### config.mk
export PLATFORM = sky130hd
export DESIGN_NAME = minstd_random_in_range_top
export DESIGN_NICKNAME = d
export VERILOG_FILES = /design/src/hw/rtl/mrir_pkg.sv /design/src/hw/rtl/minstd_random_in_range_top.sv /design/src/hw/rtl/mrir_ctrl.sv /design/src/hw/rtl/mrir_dp.sv
export SDC_FILE = /design/constraint.sdc
export NUM_CORES = 1
export LEC_CHECK = 0
export ABC_AREA = 1
export BUFFER_PORTS_ARGS = -buffer_cell sky130_fd_sc_hd__buf_2
export CAP_MARGIN = 5
export CORE_AREA = 2 2 298 182
export CTS_BUF_LIST = sky130_fd_sc_hd__clkbuf_4
export CTS_CLUSTER_DIAMETER = 60
export DETAILED_ROUTE_END_ITERATION = 10
export DIE_AREA = 0 0 300 184
export PLACE_DENSITY_LB_ADDON = 0.12
export SYNTH_ARGS = -nofsm -noshare
export SYNTH_HDL_FRONTEND = slang
export SYNTH_SLANG_ARGS = --single-unit
export TNS_END_PERCENT = 30
### constraint.sdc
create_clock -name clock -period 9.7 [get_ports clock]
set_clock_uncertainty 0.05 [all_clocks]
set_input_delay 0.485 -clock clock [delete_from_list [all_inputs] [get_ports clock]]
set_output_delay 0.485 -clock clock [all_outputs]
set_load 0.005 [all_outputs]
### src/hw/rtl/mrir_pkg.sv
// Shared types, constants and helpers for the minimal standard random generator.
`timescale 1ns / 1ps

package mrir_pkg;

   localparam int SEED_W    = 31;
   localparam int AMOUNT_W  = 16;
   localparam int MULT_W    = 15;
   localparam int PROD_W    = SEED_W + MULT_W;
   localparam int DIV_STEPS = SEED_W;
   localparam int CNT_W     = $clog2(DIV_STEPS);

   localparam logic [MULT_W-1:0] LCG_MULT = 15'd16807;
   localparam logic [SEED_W-1:0] LCG_MOD  = 31'h7FFF_FFFF;
   localparam logic [SEED_W-1:0] SEED_MAX = 31'h7FFF_FFFE;
   localparam logic [SEED_W-1:0] SEED_MIN = 31'd1;
   localparam logic [SEED_W-1:0] SEED_RST = 31'd1;

   typedef enum logic [2:0] {
      ST_IDLE,
      ST_MUL,
      ST_FOLD,
      ST_DIV,
      ST_DONE
   } mrir_state_type;

   typedef struct packed {
      logic ld_req;
      logic mul;
      logic fold;
      logic div_step;
      logic ld_rsp;
   } mrir_cmd_type;

   typedef struct packed {
      logic req_zero;
   } mrir_status_type;

   function automatic logic [SEED_W-1:0] clamp_seed(input logic [SEED_W-1:0] s);
      logic [SEED_W-1:0] r;
      r = s;
      if (s == '0) begin
         r = SEED_MIN;
      end else if (s > SEED_MAX) begin
         r = SEED_MAX;
      end
      return r;
   endfunction

endpackage

### src/hw/rtl/minstd_random_in_range_top.sv
// Top level of the minimal standard random generator with a range bound.
//
//   Channel | Direction | Ports                                   | Beat
//   req     | in        | req_valid, req_stall, req_amount        | one bound per beat
//   rsp     | out       | rsp_valid, rsp_stall, rsp_value,        | one result per beat
//           |           | rsp_bad_amount                          |
//   csr     | in        | csr_wr_en, csr_wr_data                  | loads the seed
//
// A request with a nonzero amount goes from acceptance to the result register through
// a multiply step, a fold step, the one-bit-per-cycle remainder unit and a hand-off
// step that waits until the result register is free.
// A zero amount goes straight to the hand-off step and leaves the seed untouched.
// The output register lets a new request be accepted while a result beat still waits.
// Reset is synchronous and sets the seed to 1; the result register comes up empty.
`timescale 1ns / 1ps

module minstd_random_in_range_top (
   input  logic                          clock,
   input  logic                          reset,
   input  logic                          req_valid,
   output logic                          req_stall,
   input  logic [mrir_pkg::AMOUNT_W-1:0] req_amount,
   output logic                          rsp_valid,
   input  logic                          rsp_stall,
   output logic [mrir_pkg::AMOUNT_W-1:0] rsp_value,
   output logic                          rsp_bad_amount,
   input  logic                          csr_wr_en,
   input  logic [mrir_pkg::SEED_W-1:0]   csr_wr_data
);
   import mrir_pkg::*;

   mrir_cmd_type    cmd;
   mrir_status_type status;
   logic [SEED_W-1:0] seed_wr_data;

   // Reset loads the seed through the same path as a register write.
   assign seed_wr_data = reset ? SEED_RST : csr_wr_data;

   mrir_ctrl u_ctrl (
      .clock     (clock),
      .reset     (reset),
      .req_valid (req_valid),
      .req_stall (req_stall),
      .rsp_valid (rsp_valid),
      .rsp_stall (rsp_stall),
      .status    (status),
      .cmd       (cmd)
   );

   mrir_dp u_dp (
      .clock          (clock),
      .req_amount     (req_amount),
      .csr_wr_en      (csr_wr_en | reset),
      .csr_wr_data    (seed_wr_data),
      .cmd            (cmd),
      .status         (status),
      .rsp_value      (rsp_value),
      .rsp_bad_amount (rsp_bad_amount)
   );

endmodule

### src/hw/rtl/mrir_ctrl.sv
// Controller state machine: sequences multiply, fold, division and result hand-off.
`timescale 1ns / 1ps

module mrir_ctrl (
   input  logic                     clock,
   input  logic                     reset,
   input  logic                     req_valid,
   output logic                     req_stall,
   output logic                     rsp_valid,
   input  logic                     rsp_stall,
   input  mrir_pkg::mrir_status_type status,
   output mrir_pkg::mrir_cmd_type   cmd
);
   import mrir_pkg::*;

   mrir_state_type   state_ff, state_in;
   logic [CNT_W-1:0] cnt_ff, cnt_in;
   logic             rsp_valid_ff, rsp_valid_in;
   logic             slot_free;

   assign slot_free = !rsp_valid_ff || !rsp_stall;

   always_ff @(posedge clock) begin
      if (reset) begin
         state_ff     <= ST_IDLE;
         cnt_ff       <= '0;
         rsp_valid_ff <= 1'b0;
      end else begin
         state_ff     <= state_in;
         cnt_ff       <= cnt_in;
         rsp_valid_ff <= rsp_valid_in;
      end
   end

   always_comb begin
      state_in  = state_ff;
      cnt_in    = cnt_ff;
      cmd       = '0;
      req_stall = 1'b1;
      unique case (state_ff)
         ST_IDLE: begin
            req_stall = 1'b0;
            if (req_valid) begin
               cmd.ld_req = 1'b1;
               state_in   = status.req_zero ? ST_DONE : ST_MUL;
            end
         end
         ST_MUL: begin
            cmd.mul  = 1'b1;
            state_in = ST_FOLD;
         end
         ST_FOLD: begin
            cmd.fold = 1'b1;
            cnt_in   = '0;
            state_in = ST_DIV;
         end
         ST_DIV: begin
            cmd.div_step = 1'b1;
            cnt_in       = cnt_ff + 1'b1;
            if (cnt_ff == CNT_W'(DIV_STEPS - 1)) begin
               state_in = ST_DONE;
            end
         end
         ST_DONE: begin
            if (slot_free) begin
               cmd.ld_rsp = 1'b1;
               state_in   = ST_IDLE;
            end
         end
         default: begin
            state_in = ST_IDLE;
         end
      endcase
   end

   always_comb begin
      rsp_valid_in = rsp_valid_ff;
      if (cmd.ld_rsp) begin
         rsp_valid_in = 1'b1;
      end else if (!rsp_stall) begin
         rsp_valid_in = 1'b0;
      end
   end

   assign rsp_valid = rsp_valid_ff;

endmodule

### src/hw/rtl/mrir_dp.sv
// Datapath: seed register, multiply and Mersenne fold, restoring remainder unit, result register.
`timescale 1ns / 1ps

module mrir_dp (
   input  logic                                clock,
   input  logic [mrir_pkg::AMOUNT_W-1:0]       req_amount,
   input  logic                                csr_wr_en,
   input  logic [mrir_pkg::SEED_W-1:0]         csr_wr_data,
   input  mrir_pkg::mrir_cmd_type              cmd,
   output mrir_pkg::mrir_status_type           status,
   output logic [mrir_pkg::AMOUNT_W-1:0]       rsp_value,
   output logic                                rsp_bad_amount
);
   import mrir_pkg::*;

   logic [SEED_W-1:0]   seed_ff, seed_in;
   logic [PROD_W-1:0]   prod_ff, prod_in;
   logic [AMOUNT_W-1:0] amount_ff;
   logic                bad_ff;
   logic [SEED_W-1:0]   div_ff, div_in;
   logic [AMOUNT_W-1:0] rem_ff, rem_in;
   logic [AMOUNT_W-1:0] value_ff;
   logic                bad_out_ff;
   logic [SEED_W:0]     fold_sum;
   logic [SEED_W-1:0]   fold_res;
   logic [AMOUNT_W:0]   trial;

   assign status.req_zero = (req_amount == '0);

   assign prod_in = {{MULT_W{1'b0}}, seed_ff} * {{SEED_W{1'b0}}, LCG_MULT};

   // Since 2^31 == 1 modulo the Mersenne prime, the high part adds onto the low part.
   always_comb begin
      fold_sum = {1'b0, prod_ff[SEED_W-1:0]}
               + {{(SEED_W + 1 - MULT_W){1'b0}}, prod_ff[PROD_W-1:SEED_W]};
      if (fold_sum >= {1'b0, LCG_MOD}) begin
         fold_res = SEED_W'(fold_sum - {1'b0, LCG_MOD});
      end else begin
         fold_res = fold_sum[SEED_W-1:0];
      end
   end

   always_comb begin
      seed_in = seed_ff;
      if (csr_wr_en) begin
         seed_in = clamp_seed(csr_wr_data);
      end else if (cmd.fold) begin
         seed_in = fold_res;
      end
   end

   // One quotient bit per cycle; the remainder stays below the amount.
   always_comb begin
      trial  = {rem_ff, div_ff[SEED_W-1]};
      div_in = {div_ff[SEED_W-2:0], 1'b0};
      if (trial >= {1'b0, amount_ff}) begin
         rem_in = AMOUNT_W'(trial - {1'b0, amount_ff});
      end else begin
         rem_in = trial[AMOUNT_W-1:0];
      end
   end

   always_ff @(posedge clock) begin
      seed_ff <= seed_in;
   end

   always_ff @(posedge clock) begin
      if (cmd.ld_req) begin
         amount_ff <= req_amount;
         bad_ff    <= status.req_zero;
      end
      if (cmd.mul) begin
         prod_ff <= prod_in;
      end
      if (cmd.fold) begin
         div_ff <= fold_res;
         rem_ff <= '0;
      end else if (cmd.div_step) begin
         div_ff <= div_in;
         rem_ff <= rem_in;
      end
      if (cmd.ld_rsp) begin
         value_ff   <= bad_ff ? '0 : rem_ff;
         bad_out_ff <= bad_ff;
      end
   end

   assign rsp_value      = value_ff;
   assign rsp_bad_amount = bad_out_ff;

endmodule

# --- After elaboration in Yosys (flattened, before gate mapping) ---
# Cells that the tools add are included.
totals:
  input_bits: 52
  ff_bits: 167
  out_inout_bits: 19
  wordCells: 64
op_classes:
  mux: 25
  n_mul: 1
  addsub: 4
  order_cmp: 3
  reduce_logical: 10
  n_eq_ne: 9
  n_bitwise: 1
ops:
  columns: ["op", "count"]
  rows:
  - ["$mux 31", 8]
  - ["$mul 31x15->46 const B", 1]
  - ["$add 31x15->32", 1]
  - ["$ge 32x31->1 const B", 1]
  - ["$gt 31x31->1 const B", 1]
  - ["$logic_not 31->1", 1]
  - ["$sub 31x31->31 const B", 1]
  - ["$ge 17x16->1", 1]
  - ["$logic_not 16->1", 1]
  - ["$mux 16", 1]
  - ["$sub 16x16->16", 1]
  - ["$pmux 3 s5", 1]
  - ["$mux 3", 4]
  - ["$mux 1", 10]
  - ["$pmux 5 s2", 1]
  - ["$eq 3x2->1 const B", 2]
  - ["$ne 2x1->1 const B", 3]
  - ["$reduce_bool 2->1", 3]
  - ["$add 5x1->5 const B", 1]
  - ["$eq 5x5->1 const B", 1]
  - ["$eq 3x1->1 const B", 1]
  - ["$eq 3x3->1 const B", 1]
  - ["$logic_not 3->1", 1]
  - ["$reduce_and 3->1", 1]
  - ["4 further kinds", 5]

# --- Logic depth before layout (Yosys ltp) ---
# Gate-level depths: netlist (run 1).
logic_depth:
  depth_word: 5
  ltp_mapped: 26
  mapped_depth_nobuf: 26

# --- Modules after synthesis ---
# A second synthesis (run 1) with hierarchy kept.
unflattened:
  hier_cells: 2366
  area_unflattened_um2: 18474.0
by_module_without_submodules:
  columns: ["module", "area_each_um2", "cells_per_inst", "seq_area_each_um2", "instances"]
  rows:
  - ["mrir_dp", 17675.7, 2223, 4584.4, 1]
  - ["mrir_ctrl", 520.5, 75, 180.2, 1]
  - ["minstd_random_in_range_top", 277.8, 68, 0.0, 1]

# --- Worst setup path before layout (run 1) ---
# OpenSTA, ideal clock, no wires.
synth_path:
  path_type: "reg2reg"
  start: "reg u_dp.seed_ff[14]"
  end: "reg u_dp.prod_ff[41], data pin"
  path_buffers: 0
  required_time_ns: 9.391
  t_arrival_ns: 5.041
  stages_incl_launch_ff: 27
  slack_ns: 4.350
  period_less_slack_ns: 5.350
  setup_time_ns: 0.259
  cell_sequence: "edfxtp_1 > inv_1 > fa_1 > inv_1 > ha_1 > fa_1 > inv_1 > fa_1 > inv_1 > fa_1 > inv_1 > fa_1 > inv_1 > ha_1 > nand2_1 > nor2_1 > inv_1 > nor2_1 > o21ai_0 > nand2_1 > a21oi_1 > o21ai_0 > nand2_1 > nand2_1 > nand3_1 > nand2_1 > xor2_1"
synth_between:
  elab_chain_cells: 1
synth_lines:
  columns: ["item", "line_no", "source"]
  rows:
  - ["start, declared", "mrir_dp.sv:16", "logic [SEED_W-1:0] seed_ff, seed_in;"]
  - ["start signal, assigned", "mrir_dp.sv:64", "seed_ff <= seed_in;"]
  - ["$mul 31x15->46", "mrir_dp.sv:30", "assign prod_in = {{MULT_W{1'b0}}, seed_ff} * {{SEED_W{1'b0}}, LCG_MULT};"]
  - ["named net u_dp.prod_in[41]", "mrir_dp.sv:17", "logic [PROD_W-1:0] prod_ff, prod_in;"]
  - ["end signal, assigned", "mrir_dp.sv:73", "prod_ff <= prod_in;"]
  - ["end, declared", "mrir_dp.sv:17", null]
# The timed path passes the listed nets, and every way through them passes these cells.
# A chain may end at the register's enable or synchronous reset.

# --- Worst setup path after layout (run 1) ---
layout_path:
  start: "reg u_dp.seed_ff[16]"
  end: "reg u_dp.prod_ff[41], data pin"
# The elaborated chain is that of the path after synthesis.

==> flow_metrics.env, run 1 <==
export IMPL_die_h_um=184
export IMPL_worstPathRequired_ps=10040
export IMPL_ios=71
export IMPL_ys_seq_elements=167
export IMPL_drt_first_pass_iters=5
export IMPL_grt_overflow_total=0
export IMPL_avgSynthCellArea_um2=7.92
export IMPL_cts_tree="built"
export IMPL_fill_cells=5562
export IMPL_cts_root_buf="clkbuf_4"
export IMPL_yosysMostFrequentCell="inv_1"
export IMPL_clk_pin_slew_worst_paths_ps=170
export IMPL_fin_setup_tns_ps=0
export IMPL_drv_slew=0
export IMPL_seq_area_frac_synth_pct=26.2
export IMPL_cts_buffers_inserted=17
export IMPL_drt_initial_drc_count=1466
export IMPL_worst_setup_path_type="reg -> reg"
export IMPL_clk_latency_ps=650
export IMPL_synth_edf_count=142
export IMPL_cts_resized=0
export IMPL_detailed_place_hpwl_um=52000
export IMPL_rows=65
export IMPL_hold_viol_final=0
export IMPL_grt_pass1_wl_um=92700
export IMPL_async_flop_share_pct=0
export IMPL_fin_crit_sh_pct=67.7
export IMPL_rsz0062_at_grt="no"
export IMPL_grt_max_degree=48
export IMPL_core_mm2=0.0522
export IMPL_drc=0
export IMPL_drive_gt1_share_pct=7.71
export IMPL_syn_nets=2706
export IMPL_area_delta_synth_final_pct=9.04
export IMPL_finalSetupViolCount=0
export IMPL_synth_common_cells="525 x inv_1, 510 x nand2_1, 221 x ha_1"
export IMPL_start_util_pct=34.9
export IMPL_endpoint_kind="register"
export IMPL_yosysUniqueCellTypes=47
export IMPL_synth_flop_cell="edfxtp_1"
export IMPL_synthCells=2298
export IMPL_cts_max_path_buffers=2
export IMPL_tightestPinTransition_ps=1120
export IMPL_worstSetupStartpointType="register"
export IMPL_netlist_area_mm2=0.0182
export IMPL_min_path_type="in -> reg"
export IMPL_wl_um=61100
export IMPL_vias_per_cell=4.94
export IMPL_synth_top_area_share_pct=23.4
export IMPL_antenna_found_initial=2
export IMPL_io_buffers=70
export IMPL_yosysTopAreaCell="edfxtp_1"
export IMPL_grt_pass1_vias=14700
export IMPL_track_usage_pct=22.6
export IMPL_arrival_ps=6910
export IMPL_ant_nets=0
export IMPL_vias=15300
export IMPL_max_freq_ghz=0.152
export IMPL_maxCapViolations=0
export IMPL_fin_nets=2794
export IMPL_avgRoutedWirePerCell_um=19.7
export IMPL_place_gp_congestion=0.951
export IMPL_slew_headroom_pct=25.0
export IMPL_fin_crit_ps=6570
export IMPL_die_width_um=300
export IMPL_ctsHtreeMaxLevel=4
export IMPL_die_area_mm2=0.0552
export IMPL_ys_warn_count=0
export IMPL_ys_top_cells_by_area="edfxtp_1 23%, ha_1 15%, fa_1 15%, inv_1 11%, nand2_1 11%"
export IMPL_status="finished, final reports clean"
export IMPL_path_max_fanout=6
export IMPL_cts_sinks=167
[worst paths after layout]
kind,start,to,slack (ps),cells after the start
worst min-delay path,req_valid,u_dp.bad_ff$_DFFE_PP_,170,3
worst min register to register,u_ctrl.cnt_ff[4]$_SDFFE_PP0P_,u_ctrl.cnt_ff[4]$_SDFFE_PP0P_,430,2
worst max register to register,u_dp.seed_ff[16]$_DFFE_PP_,u_dp.prod_ff[41]$_DFFE_PP_,3130,24
worst max-delay path,u_dp.seed_ff[16]$_DFFE_PP_,u_dp.prod_ff[41]$_DFFE_PP_,3130,24
[worst max-delay path, cell delays in order, from the launching register on]
cell and delay (ps):
edfxtp_1 650, inv_1 180, fa_1 580, inv_1 40
ha_1 270, inv_1 60, fa_1 500, inv_1 50
fa_1 460, fa_1 550, inv_1 60, fa_1 540
inv_1 40, ha_1 370, a21oi_1 220, o21ai_0 180
a21oi_1 340, nand2_1 90, a21oi_1 390, o21ai_0 240
nand2_1 100, nand2_1 80, nand3_1 90, nand2_1 60
xor2_1 140
[final cells by class]
type                            count  area (µm²)  share of cell area, %
Sequential cell                   167        4760                   24.0
Timing Repair Buffer               97         596                   3.00
Clock inverter                     15         175                  0.882
Inverter                          531        1990                   10.0
Tap cell                          703         880                   4.43
Multi-Input combinational cell   1572       11300                   57.0
Clock buffer                       17         128                  0.643
Antenna cell                        1        2.50                 0.0126
[through the flow]
step / setup slack [ps] / cells / hold WS (ps) / util (%) / area (µm²)
6_report: 3130 / 3103 / 168 / 38.0 / 19900
5_1_grt: 2810 / 3103 / 106 / 38.0 / 19900
4_1_cts: 3200 / 3102 / 98.5 / 38.0 / 19800
3_3_place_gp: 3180 / 3053 / 405 / 37.1 / 19400
2_1_floorplan: 4350 / 2298 / 374 / - / 18200
3_5_place_dp: 3250 / 3053 / 410 / 37.1 / 19400
[cells by family (layout without fill, tap and decap cells)]
logic type | count (synthesis) | count (layout) | synth area share [%]
simple gates | 921 | 921 | 21.8
other cells | 0 | 1 | 0
fa+ha+maj | 356 | 356 | 30.0
buf+inv | 559 | 660 | 11.8
flops | 167 | 167 | 26.2
compound gates | 227 | 227 | 6.97
xor+xnor | 68 | 68 | 3.27
[flip-flops by register name, summed over array words and instances (netlist names), 3 cells and up]
signal and cells:
u_dp.prod_ff 46, u_dp.rsp_value 16, u_dp.seed_ff 31, u_ctrl.state_ff 3, u_dp.div_ff 31, u_dp.rem_ff 16, u_dp.amount_ff 16, u_ctrl.cnt_ff 5
[repair_timing]
item | 4_1_cts | 5_1_grt
endpoints found under the hold margin | 17 | 0
hold buffers | 17 | 0
setup buffers | 0 | 0
[cell usage in the layout, fill, tap and decap left out, types with 7 or more instances in the layout]
cell type / count
dlygate4sd3_1: 17
buf_4: 10
nand4_1: 24
nand3_1: 115
inv_6: 7
ha_1: 221
nor2_2: 14
nor2_1: 159
buf_2: 70
nand2_1: 508
a21oi_1: 92
nand2_2: 38
nor4_1: 22
edfxtp_1: 142
a31oi_1: 12
clkbuf_4: 17
o21ai_0: 82
nand3b_1: 7
a21o_1: 10
dfxtp_1: 25
xnor2_1: 23
xor2_1: 45
fa_1: 135
nor3_1: 14
inv_1: 525
[per-layer routing]
metal  up-vias  track usage, %  wire length (µm)
met5         -               0                 0
met4         0            2.94               510
met3        21            4.19              4210
met2       447            26.8             20700
met1      7426            40.0             35700
li1       7432               -                 -
Power of run 1 is not shown: default switching activity piles up to over one toggle a cycle in this logic, so the estimate is an artifact.
==> inputs of run 2 (changes only) <==
==> constraint.sdc (replaced) <==
create_clock -name clock -period 6.51 [get_ports clock]
set_clock_uncertainty 0.05 [all_clocks]
set_input_delay 0.3255 -clock clock [delete_from_list [all_inputs] [get_ports clock]]
set_output_delay 0.3255 -clock clock [all_outputs]
set_load 0.005 [all_outputs]
==> run 2 against run 1 <==
Effect of this change: sequential cell count did not move; wire length fell by 1.2%; clock-buffer cell count up 1; non-clock buffer count up 30; core utilization up 0.45 points; critical path depth fell by 1; first-iteration DRC count shrank 5.7%; largest cell class unchanged.
==> flow_metrics.env, run 2 (synthesized netlist as in run 1, its figures left out) <==
export IMPL_cts_buffers_inserted=17
export IMPL_hold_viol_final=0
export IMPL_fin_crit_ps=6250
export IMPL_place_area_mm2=0.0195
export IMPL_maxCapViolations=0
export IMPL_ctsHtreeMaxLevel=4
export IMPL_post_place_cells=3074
export IMPL_die_width_um=300
export IMPL_drv_slew=0
export IMPL_fill_cells=5540
export IMPL_regMostFlops="u_dp.prod_ff"
export IMPL_fin_crit_sh_pct=95.9
export IMPL_min_path_type="in -> reg"
export IMPL_arrival_ps=6640
export IMPL_worstPathRequired_ps=6900
export IMPL_worstSetupStartpointType="register"
export IMPL_fin_nets=2824
export IMPL_core_mm2=0.0522
export IMPL_drt_initial_drc_count=1382
export IMPL_detailed_place_hpwl_um=51800
export IMPL_cts_sinks=167
export IMPL_slew_headroom_pct=24.5
export IMPL_postLayoutCoreUtil_pct=38.5
export IMPL_path_max_fanout=5
export IMPL_grt_pass1_vias=14500
export IMPL_drc=0
export IMPL_final_common_cell="inv_1"
export IMPL_endpoint_kind="register"
export IMPL_worst_r2r_path_depth=23
export IMPL_worstHoldPathCells=5
export IMPL_clk_pin_slew_worst_paths_ps=200
export IMPL_grt_pass1_wl_um=91000
export IMPL_antenna_found_initial=3
export IMPL_start_util_pct=34.9
export IMPL_finalSetupViolCount=0
export IMPL_status="finished, final reports clean"
export IMPL_worst_setup_path_type="reg -> reg"
export IMPL_largest_reg_flops=46
export IMPL_wl_um=60300
export IMPL_grt_max_degree=48
export IMPL_fin_setup_tns_ps=0
export IMPL_vias=15200
export IMPL_grt_overflow_total=0
export IMPL_cts_root_buf="clkbuf_4"
export IMPL_drive_gt1_share_pct=8.85
export IMPL_ios=71
export IMPL_ant_nets=0
export IMPL_tightestPinTransition_ps=1120
export IMPL_die_area_mm2=0.0552
export IMPL_max_freq_ghz=0.160
export IMPL_most_common_layout_cells="525 x inv_1, 508 x nand2_1, 221 x ha_1"
export IMPL_cts_tree="built"
export IMPL_vias_per_cell=4.86
export IMPL_rows=65
export IMPL_drt_first_pass_iters=5
export IMPL_io_buffers=70
export IMPL_final_area_mm2=0.0201
export IMPL_track_usage_pct=22.4
export IMPL_reg_top3="u_dp.prod_ff x46, u_dp.div_ff x31, u_dp.seed_ff x31"
export IMPL_layout_cells_non_filler=3134
export IMPL_place_gp_congestion=0.952
export IMPL_die_h_um=184
export IMPL_avgRoutedWirePerCell_um=19.3
export IMPL_area_delta_synth_final_pct=10.3
export IMPL_cts_max_path_buffers=2
export IMPL_clk_latency_ps=650
-- run 2: changes by cell type in the layout (fill, tap and decap cells not counted), moves of 2 or more --
cell / before / now
a21oi_1: 92 / 90
buf_4: 10 / 39
a21oi_2: 2 / 4
inv_6: 7 / 4
clkinv_4: 1 / 4
-- run 2: layout make-up --
class	count	area, µm²	share of cell area (%)
antenna	2	5.00	0.0249
clock buffer	18	135	0.673
clock inverter	14	163	0.810
inverter	531	1990	9.92
multi-input combinational	1572	11300	56.4
sequential	167	4760	23.7
tap	703	880	4.38
timing repair buffer	127	823	4.10
-- run 2: per-stage QoR --
step,setup WS [ps],hold WS [ps]
global route,-2.67,76.5
finish,264,85.8
CTS,69.2,39.8
detailed placement,66.8,409
global placement,82.0,405
floorplan,1160,374
-- run 2: final timing paths --
kind,from,endpoint,slack (ps)
hold / removal,csr_wr_data[27],u_dp.seed_ff[27]$_DFFE_PP_,90
setup reg to reg,u_dp.seed_ff[19]$_DFFE_PP_,u_dp.prod_ff[33]$_DFFE_PP_,260
hold reg to reg,u_ctrl.cnt_ff[4]$_SDFFE_PP0P_,u_ctrl.cnt_ff[4]$_SDFFE_PP0P_,430
setup / recovery,u_dp.seed_ff[19]$_DFFE_PP_,u_dp.prod_ff[33]$_DFFE_PP_,260
-- run 2: layer usage --
| layer | GRT usage (%) | up-vias | share of wire [%] |
|---|---|---|---|
| met5 | 0 | - | 0 |
| met4 | 3.04 | 0 | 0.86 |
| met3 | 6.23 | 23 | 8.3 |
| met2 | 26.1 | 418 | 33 |
| met1 | 38.6 | 7294 | 58 |
| li1 | - | 7504 | - |
-- run 2: worst max-delay path: stages (launching register included) --
cell	delay, ps
edfxtp_1	530
inv_1	170
fa_1	560
inv_1	40
ha_1	270
inv_1	50
fa_1	500
inv_1	50
fa_1	460
fa_1	550
inv_1	50
fa_1	530
inv_1	40
ha_1	410
nand2_1	140
nor2_1	250
inv_1	160
nor2_1	170
and3_1	190
a21oi_2	110
o21ai_0	320
nand2_1	100
nand2_1	100
xor2_1	230
-- run 2: repair_timing --
| action | 4_1_cts | 5_1_grt |
|---|---|---|
| setup endpoints to repair | 0 | 4 |
| hold buffers | 18 | 0 |
| buffers inserted | 0 | 8 |
| hold endpoints to repair | 19 | 0 |
| resized for setup | 0 | 2 |
Power of run 2 is left out for the same reason.
